===== config.mk =====
export PLATFORM = sky130hd
export DESIGN_NAME = obb_cfg
export DESIGN_NICKNAME = d
export VERILOG_FILES = /design/src/hdl/obb_pkg.sv /design/src/hdl/obb_cfg.sv
export SDC_FILE = /design/constraint.sdc
export NUM_CORES = 1
export LEC_CHECK = 0
export ABC_AREA = 1
export BUFFER_PORTS_ARGS = -buffer_cell sky130_fd_sc_hd__buf_2
export CAP_MARGIN = 40
export CORE_ASPECT_RATIO = 0.7
export CORE_MARGIN = 3
export CORE_UTILIZATION = 51
export DETAILED_ROUTE_END_ITERATION = 10
export PLACE_DENSITY = 0.81
export SYNTH_ARGS = -nofsm -noshare
export SYNTH_HDL_FRONTEND = slang
export SYNTH_SLANG_ARGS = --single-unit

===== constraint.sdc =====
create_clock -name i_clk -period 1.4 [get_ports i_clk]
set_input_delay 0 -clock i_clk [delete_from_list [all_inputs] [get_ports i_clk]]
set_output_delay 0 -clock i_clk [all_outputs]
set_load 0.05 [all_outputs]

===== src/hdl/obb_pkg.sv =====
// shared types, widths and register codes for the oriented box point filter
package obb_pkg;

    // field widths
    localparam int IDX_W   = 24;
    localparam int COORD_W = 32;
    localparam int HALF_W  = 32;
    localparam int COMP_W  = 21;
    localparam int AXIS_W  = 3 * COMP_W;
    localparam int DATA_W  = 64;
    localparam int CIDX_W  = 4;

    // derived arithmetic widths
    localparam int OFS_W  = COORD_W + 1;
    localparam int PROD_W = OFS_W + COMP_W;
    localparam int SUM_W  = PROD_W + 2;
    localparam int FRAC_SHIFT = 19;
    localparam int CMP_W  = SUM_W + 1;

    // points with an index at or past this bound are dropped
    localparam longint unsigned MAX_POINTS = 64'd16777216;

    // configuration register codes
    localparam logic [CIDX_W-1:0] REG_CENTER_X    = 4'd0;
    localparam logic [CIDX_W-1:0] REG_CENTER_Y    = 4'd1;
    localparam logic [CIDX_W-1:0] REG_CENTER_Z    = 4'd2;
    localparam logic [CIDX_W-1:0] REG_AXIS_FIRST  = 4'd3;
    localparam logic [CIDX_W-1:0] REG_AXIS_SECOND = 4'd4;
    localparam logic [CIDX_W-1:0] REG_AXIS_THIRD  = 4'd5;
    localparam logic [CIDX_W-1:0] REG_HALF_AB     = 4'd6;
    localparam logic [CIDX_W-1:0] REG_HALF_C      = 4'd7;

    // reset axes are the unit x, y and z vectors (1.0 = 2^19)
    localparam logic [AXIS_W-1:0] AXIS_FIRST_RST  = AXIS_W'(1) << FRAC_SHIFT;
    localparam logic [AXIS_W-1:0] AXIS_SECOND_RST = AXIS_W'(1) << (FRAC_SHIFT + COMP_W);
    localparam logic [AXIS_W-1:0] AXIS_THIRD_RST  = AXIS_W'(1) << (FRAC_SHIFT + 2 * COMP_W);

    // current box configuration
    typedef struct packed {
        logic [COORD_W-1:0] center_x;
        logic [COORD_W-1:0] center_y;
        logic [COORD_W-1:0] center_z;
        logic [AXIS_W-1:0]  axis_a;
        logic [AXIS_W-1:0]  axis_b;
        logic [AXIS_W-1:0]  axis_c;
        logic [HALF_W-1:0]  half_a;
        logic [HALF_W-1:0]  half_b;
        logic [HALF_W-1:0]  half_c;
    } t_cfg;

    // stage enables for a projection unit
    typedef struct packed {
        logic en_prod;
        logic en_sum;
    } t_proj_en;

endpackage


===== src/hdl/obb_cfg.sv =====
// configuration register file for the box center, axes and half extents
module obb_cfg (
    input  logic                        i_clk,
    input  logic                        i_rst_n,
    input  logic                        i_cfg_valid,
    output logic                        o_cfg_ready,
    input  logic [obb_pkg::CIDX_W-1:0]  i_cfg_index,
    input  logic [obb_pkg::DATA_W-1:0]  i_cfg_data,
    output obb_pkg::t_cfg               o_cfg
);

    obb_pkg::t_cfg r_cfg;

    // writes are always taken
    assign o_cfg_ready = 1'b1;

    // register update, unknown indexes are dropped
    always_ff @(posedge i_clk) begin
        if (!i_rst_n) begin
            r_cfg.center_x <= '0;
            r_cfg.center_y <= '0;
            r_cfg.center_z <= '0;
            r_cfg.axis_a   <= obb_pkg::AXIS_FIRST_RST;
            r_cfg.axis_b   <= obb_pkg::AXIS_SECOND_RST;
            r_cfg.axis_c   <= obb_pkg::AXIS_THIRD_RST;
            r_cfg.half_a   <= '0;
            r_cfg.half_b   <= '0;
            r_cfg.half_c   <= '0;
        end else if (i_cfg_valid) begin
            unique case (i_cfg_index)
                obb_pkg::REG_CENTER_X: begin
                    r_cfg.center_x <= i_cfg_data[obb_pkg::COORD_W-1:0];
                end
                obb_pkg::REG_CENTER_Y: begin
                    r_cfg.center_y <= i_cfg_data[obb_pkg::COORD_W-1:0];
                end
                obb_pkg::REG_CENTER_Z: begin
                    r_cfg.center_z <= i_cfg_data[obb_pkg::COORD_W-1:0];
                end
                obb_pkg::REG_AXIS_FIRST: begin
                    r_cfg.axis_a <= i_cfg_data[obb_pkg::AXIS_W-1:0];
                end
                obb_pkg::REG_AXIS_SECOND: begin
                    r_cfg.axis_b <= i_cfg_data[obb_pkg::AXIS_W-1:0];
                end
                obb_pkg::REG_AXIS_THIRD: begin
                    r_cfg.axis_c <= i_cfg_data[obb_pkg::AXIS_W-1:0];
                end
                obb_pkg::REG_HALF_AB: begin
                    r_cfg.half_a <= i_cfg_data[obb_pkg::HALF_W-1:0];
                    r_cfg.half_b <= i_cfg_data[2*obb_pkg::HALF_W-1:obb_pkg::HALF_W];
                end
                obb_pkg::REG_HALF_C: begin
                    r_cfg.half_c <= i_cfg_data[obb_pkg::HALF_W-1:0];
                end
                default: begin
                end
            endcase
        end
    end

    assign o_cfg = r_cfg;

endmodule


* Word-level counts from Yosys, hierarchy flattened
Index checks and enable logic that the tools add are counted.
** Storage, ports and cells
- Register bits after elaboration :: 381
- Latch bits :: 0
- RAM bits :: 0
- Bits in read-only memories :: 0
- Output and inout bits :: 382
- Memories kept :: 0
** Operators by class
- Add/subtract/negate cells :: 0
- Multipliers :: 0
- Divide/modulo/power cells :: 0
- Magnitude comparators :: 0
- Equality and inequality tests :: 7
- Shift-type cells :: 0
- Mux-type cells :: 0
- Bitwise gates (word level) :: 0
- Reduce and logical (&&, ||, !) cells :: 9
** Operator list (count)
- $eq A4 B3 Y1 const B :: 4
- $reduce_and A2 Y1 :: 8
- $eq A4 B2 Y1 const B :: 2
- $eq A4 B1 Y1 const B :: 1
- $logic_not A4 Y1 :: 1

* Logic depth before layout (Yosys ltp)
Gate-level depths: netlist of run 1.
- Depth after elaboration :: 2
- Mapped depth :: 8
- Gate-level depth less buffers :: 6

* Worst setup path after synthesis of run 1
Ideal clock, no wire load.
- Path type :: input -> register
- Start :: input port i_cfg_valid
- End :: register r_cfg, in the netlist o_cfg[319]
- Setup time :: 0.114 ns
- Arrival :: 0.920 ns
- Data required time :: 1.286 ns
- Setup slack :: 0.366 ns
- Cell stages on the path :: 6
- Buffers on the path :: 3
- Cell sequence :: buf_2 > clkbuf_1 > buf_1 > nand4_1 > nand2_1 > nor2_1
** On the way
- Word-level cells in the longest chain between the ends :: 1
** RTL lines
- start, declared :: RTL line obb_cfg.sv:5 : input logic i_cfg_valid,
- $reduce_and A2 Y1 (no source line)
- end, declared :: RTL line obb_cfg.sv:12 : obb_pkg::t_cfg r_cfg;
Every way passes these cells.
A chain may end at the register's enable or synchronous reset.

* Worst setup path after layout of run 1
- Start :: input port i_cfg_valid
- End :: register r_cfg, in the netlist o_cfg[36]
Same word-level chain as after synthesis.

==> results of run 1 <==
-- worst register-to-register path: stages, from the launching register on --
cell	delay, ns
dfxtp_1	0.34
inv_1	0.05
nand2_1	0.07
nand2_1	0.06
nor2_1	0.09
dlygate4sd3_1	0.55
-- final cells by class --
class,instances,area (sq um)
antenna,1,2.50
inverter,162,608
tap,371,464
clock inverter,15,166
fill,2188,8630
clock buffer,46,990
timing repair buffer,570,3690
multi-input combinational,1540,6030
sequential,381,7630
-- worst max path at each step --
stage	startpoint	to	slack [ns]	cells after the start
3_3_place_gp	i_cfg_index[3]	o_cfg[190]	0.20	9
6_report	i_cfg_valid	o_cfg[36]	0.1	8
4_1_cts	i_cfg_valid	o_cfg[183]	0.13	9
2_1_floorplan	i_cfg_valid	o_cfg[319]	0.37	6
3_5_place_dp	i_cfg_index[1]	o_cfg[156]	0.15	8
5_1_grt	i_cfg_index[3]	o_cfg[186]	0.02	10
-- per-layer routing --
metal,GRT usage,part of all wire
met4,0.129,0.042
met3,0.0913,0.11
met2,0.504,0.45
met5,0,0
met1,0.383,0.40
-- kinds of logic after synthesis --
logic type      synth area share
buf+inv                   0.0813
other cells             0.000253
simple gates               0.403
compound gates          0.000675
flops                      0.515
-- timing repair --
action	CTS	global route
hold endpoints to repair	267	0
buffers inserted	0	0
resized for setup	0	0
hold buffers	80	0
-- synthesized netlist by cell type (2+ instances only) --
cell type / count / share of area
buf_1: 35 / 0.0089
buf_2: 39 / 0.013
buf_4: 11 / 0.0056
clkbuf_1: 50 / 0.013
dfxtp_1: 381 / 0.51
inv_1: 161 / 0.041
nand2_1: 699 / 0.18
nand3_1: 5 / 0.0017
nand4_1: 65 / 0.027
nor2_1: 763 / 0.19
nor2_4: 2 / 0.0015
o21ai_0: 2 / 0.00068
-- report_power, final --
| group | switching [W] | leakage, nW | internal [W] |
|---|---|---|---|
| logic | 0.00201 | 6.68 | 0.000766 |
| clock network | 0.00419 | 0.567 | 0.00558 |
| registers | 0.000136 | 3.08 | 0.0111 |
-- through the flow --
step / total power (W) / hold WS [ns]
CTS: 0.0239 / 0.0117
global placement: 0.0140 / 0.240
detailed placement: 0.0140 / 0.247
finish: 0.0238 / 0.0415
floorplan: 0.0132 / 0.126
global route: 0.0246 / 0.0459
==> results.json, run 1 <==
{
  "mostFrequentLayoutCells": "757 x nor2_1, 699 x nand2_1, 450 x buf_2",
  "synthFlopType": "dfxtp_1",
  "pin_count": 453,
  "syn_avg_cell_area_sq_um": 6.68,
  "setup_viol": 0,
  "synth_nets": 2289,
  "maxCapViolCount": 0,
  "fin_crit_sh": 0.932,
  "pre_cts_slack_ns": 0.152,
  "arrival_ns": 1.71,
  "final_max_slew_viol_count": 0,
  "grt_max_degree": 70,
  "fin_cells": 3086,
  "grt_first_pass_wirelength_mm": 77.5,
  "placed_area_sq_um": 17600,
  "first_global_vias": 14500,
  "fin_ws_ns": 0.0958,
  "core_area_sq_um": 28200,
  "period_minus_slack_ns": 1.30,
  "peakVddDrop_v": 0.00116,
  "r2r_cells": 5,
  "start_kind": "input port",
  "antenna_left": 0,
  "drt-total-wl_mm": 49.9,
  "cts_root_buf": "clkbuf_16",
  "dr.pass1.iters": 5,
  "post-place-cells": 2944,
  "fp-row-count": 51,
  "die_area_sq_um": 31200,
  "critPathMaxStageDelay_ns": 0.61,
  "hold_path_startpoint": "i_cfg_index[0]",
  "drive_gt1_frac": 0.206,
  "largest_reg_flops": 381,
  "clkLatencyLatePin_ns": 0.50,
  "ys_ff_latch": 381,
  "crit_slowest_cell": "dlygate4sd3_1",
  "grt_overflow": 0,
  "crit_top_cell": "nand2_1",
  "holdPathStages": 5,
  "critPathCaptureType": "flip-flop",
  "hp-class": "in2reg",
  "path_buf_inv": 3,
  "htree_levels": 2,
  "crit_family": "buffers and inverters",
  "fin_tns_setup_ns": 0,
  "syn_area_sq_um": 14800,
  "yosysWarnings": 0,
  "clkSinkCount": 381,
  "async_flop_share": 0,
  "clockBufferDepth": 3,
  "rsz0062_at_grt": "false",
  "final_cell_area_sq_um": 19600,
  "outcome": "complete, no violations",
  "post_drt_wl_per_cell_um": 16.2,
  "cellPowerDensity_nw_per_um2": 1210,
  "synthToLayoutAreaGrowth_pct": 32.1,
  "cts_tree": "built",
  "initial_core_util": 0.525,
  "antenna_found_initial": 1,
  "fin_nets": 2763,
  "r2r-start": "o_cfg[272]",
  "skew_ns": 0,
  "die_y_um": 149,
  "clk_pin_slew_ns": 0.06,
  "vias": 15400,
  "hold_end": "o_cfg[199]",
  "crit_chain": "buf_2 > dlygate4sd3_1 > nand3_4 > nor2_4 > buf_12 > nand2_1 > nand2_1 > nor2_1",
  "p_leak_nw": 10.3,
  "die_w_um": 210,
  "synth_edf_count": 0,
  "timing_hold_violations_final": 0,
  "cp.required_ns": 1.80,
  "drt_iter0_drc": 1314,
  "drc": 0,
  "cts_buffers": 37,
  "synth_cells": 2218,
  "r2r_end": "o_cfg[272]",
  "rrSetupSlack_ns": 0.18,
  "synth-seq-area-share": 0.515,
  "place.gp.congestion": 0.853,
  "setup.worst_path.class": "in2reg",
  "crit_fanout": 64,
  "synth_cell_types": 17,
  "final_util": 0.694,
  "portBuffers": 451,
  "viasPerCell": 4.99,
  "final_common_cell": "nor2_1",
  "grt_util_all_layers": 0.308,
  "dpl.hpwl_mm": 34.1,
  "clock.fmax_mhz": 767
}
Power figures use the tool's default switching activity.
==> run 2: changes to the inputs <==
--- a/config.mk
+++ b/config.mk
@@ -8,11 +8,13 @@
 export ABC_AREA = 1
 export BUFFER_PORTS_ARGS = -buffer_cell sky130_fd_sc_hd__buf_2
 export CAP_MARGIN = 40
+export CELL_PAD_IN_SITES_DETAIL_PLACEMENT = 2
+export CELL_PAD_IN_SITES_GLOBAL_PLACEMENT = 2
 export CORE_ASPECT_RATIO = 0.7
 export CORE_MARGIN = 3
-export CORE_UTILIZATION = 51
+export CORE_UTILIZATION = 27
 export DETAILED_ROUTE_END_ITERATION = 10
-export PLACE_DENSITY = 0.81
+export PLACE_DENSITY = 0.82
 export SYNTH_ARGS = -nofsm -noshare
 export SYNTH_HDL_FRONTEND = slang
 export SYNTH_SLANG_ARGS = --single-unit
==> run 2 against run 1 <==
Combinational power up 6%. Register-to-register slack worse by 0.07 ns. Worst hold slack gained 0.024 ns. Clock power is 19% higher. Non-clock buffer count is 3 lower. Sequential power about the same. Via count grew 2.8%. Clock-buffer cell count increased by 22. Largest power group is now clock.
==> results.json, run 2 (synthesized netlist as in run 1, its figures left out) <==
{
  "dpl.hpwl_mm": 46.6,
  "grt_first_pass_wirelength_mm": 105,
  "crit_fanout": 19,
  "grt_overflow": 0,
  "die_w_um": 286,
  "grt_max_degree": 74,
  "antenna_found_initial": 0,
  "period_minus_slack_ns": 1.38,
  "timing_hold_violations_final": 0,
  "cts_tree": "built",
  "largest_reg_flops": 381,
  "setup.worst_path.class": "in2reg",
  "worstMarginPinSlew_ns": 0.531,
  "htree_levels": 2,
  "cts_buffers": 43,
  "antenna_left": 0,
  "initial_core_util": 0.274,
  "drt_iter0_drc": 736,
  "mostFrequentLayoutCells": "755 x nor2_1, 698 x nand2_1, 450 x buf_2",
  "pin_count": 453,
  "design_power_total_w": 0.0258,
  "post_drt_wl_per_cell_um": 20.4,
  "clock.fmax_mhz": 726,
  "hold_end": "o_cfg[309]",
  "clkLatencyLatePin_ns": 0.56,
  "rrSetupSlack_ns": 0.11,
  "vias": 15800,
  "arrival_ns": 1.82,
  "dr.pass1.iters": 5,
  "drc": 0,
  "core_area_sq_um": 54000,
  "hold_path_startpoint": "i_cfg_index[0]",
  "r2r-start": "o_cfg[261]",
  "place.gp.congestion": 0.784,
  "start_kind": "input port",
  "clockBufferDepth": 3,
  "holdPathStages": 6,
  "peakVddDrop_v": 0.000731,
  "critPathCaptureType": "flip-flop",
  "fin_ws_ns": 0.0219,
  "viasPerCell": 4.58,
  "fin_nets": 2766,
  "rsz0062_at_grt": "true",
  "skew_ns": 0,
  "slew_headroom": 0.646,
  "drive_gt1_frac": 0.207,
  "cellPowerDensity_nw_per_um2": 1270,
  "setup_viol": 0,
  "final_common_cell": "nor2_1",
  "clk_pin_slew_ns": 0.06,
  "r2r_end": "o_cfg[261]",
  "synthToLayoutAreaGrowth_pct": 36.7,
  "fin_crit_sh": 0.984,
  "fin_tns_setup_ns": 0,
  "outcome": "complete, no violations",
  "r2r_cells": 5,
  "fp-row-count": 71,
  "num_antenna_cells": 0,
  "cts_root_buf": "clkbuf_16",
  "p_leak_nw": 10.4,
  "drt-total-wl_mm": 70.4,
  "die_y_um": 202,
  "die_area_sq_um": 57800,
  "clkSinkCount": 381,
  "maxCapViolCount": 0,
  "cp.required_ns": 1.84,
  "grt_util_all_layers": 0.234,
  "hp-class": "in2reg",
  "final_max_slew_viol_count": 0,
  "pre_cts_slack_ns": 0.0821,
  "portBuffers": 451,
  "first_global_vias": 17400
}
-- run 2: cell count changes in the layout (fill, tap and decap cells not counted), moves of 2 or more --
cell | before | now
clkbuf_16 | 37 | 47
clkbuf_8 | 3 | 11
clkbuf_1 | 6 | 12
buf_12 | 26 | 22
clkinv_2 | 7 | 3
clkinv_4 | 2 | 0
dlymetal6s4s_1 | 0 | 2
nor2_1 | 757 | 755
nor2_2 | 4 | 6
-- run 2: area by class of cell --
class                   count  area, sq um
clock buffers              68         1320
clock inverters             6         82.6
fillers                  6446        33800
inverters                 162          608
multi-input cells        1540         6050
flip-flops and latches    381         7630
well taps                 730          913
repair buffers            567         3650
-- run 2: worst max-delay path by stage --
stage          slack [ns]  cells after the start      startpoint          to
2_1_floorplan        0.37                      6     i_cfg_valid  o_cfg[319]
3_3_place_gp         0.19                      8  i_cfg_index[0]   o_cfg[93]
3_5_place_dp         0.08                      8  i_cfg_index[1]  o_cfg[147]
4_1_cts              0.05                      7  i_cfg_index[3]  o_cfg[157]
5_1_grt             -0.03                      9  i_cfg_index[1]  o_cfg[209]
6_report             0.02                      9  i_cfg_index[1]  o_cfg[209]
-- run 2: power breakdown --
part | switching [W] | internal (W) | total (W)
logic | 0.00218 | 0.000765 | 0.00295
registers | 0.000149 | 0.0111 | 0.0112
clock network | 0.00479 | 0.00681 | 0.0116
total | 0.00712 | 0.0187 | 0.0258
-- run 2: critical path, stage by stage --
cell and delay (ns):
buf_2 0.13, dlygate4sd3_1 0.59, inv_1 0.15, nand2_1 0.13, nor2_4 0.22, buf_4 0.31, nand2_1 0.12, nand2_1 0.10
nor2_1 0.05
-- run 2: per-stage QoR --
step                utilization  std cells  hold WS [ns]  cell area, sq um
floorplan                     -       2218         0.126             14800
global route              0.375       3454        0.0615             20300
detailed placement        0.332       3296         0.254             17900
CTS                       0.373       3451        0.0141             20200
global placement          0.332       3296         0.240             17900
finish                    0.375       3454        0.0651             20300
-- run 2: layer usage --
layer  GRT usage  vias up  part of all wire
li1            -     7520                 -
met1       0.285     7829              0.43
met2       0.405      358              0.48
met3      0.0576      117             0.057
met4      0.0760        0             0.032
met5           0        -                 0
-- run 2: timing repair --
item                       4_1_cts  5_1_grt
gates resized for setup          0        7
setup buffers                    0        1
hold buffers                    81        0
hold endpoints to repair       244        0
setup endpoints to repair        0       20
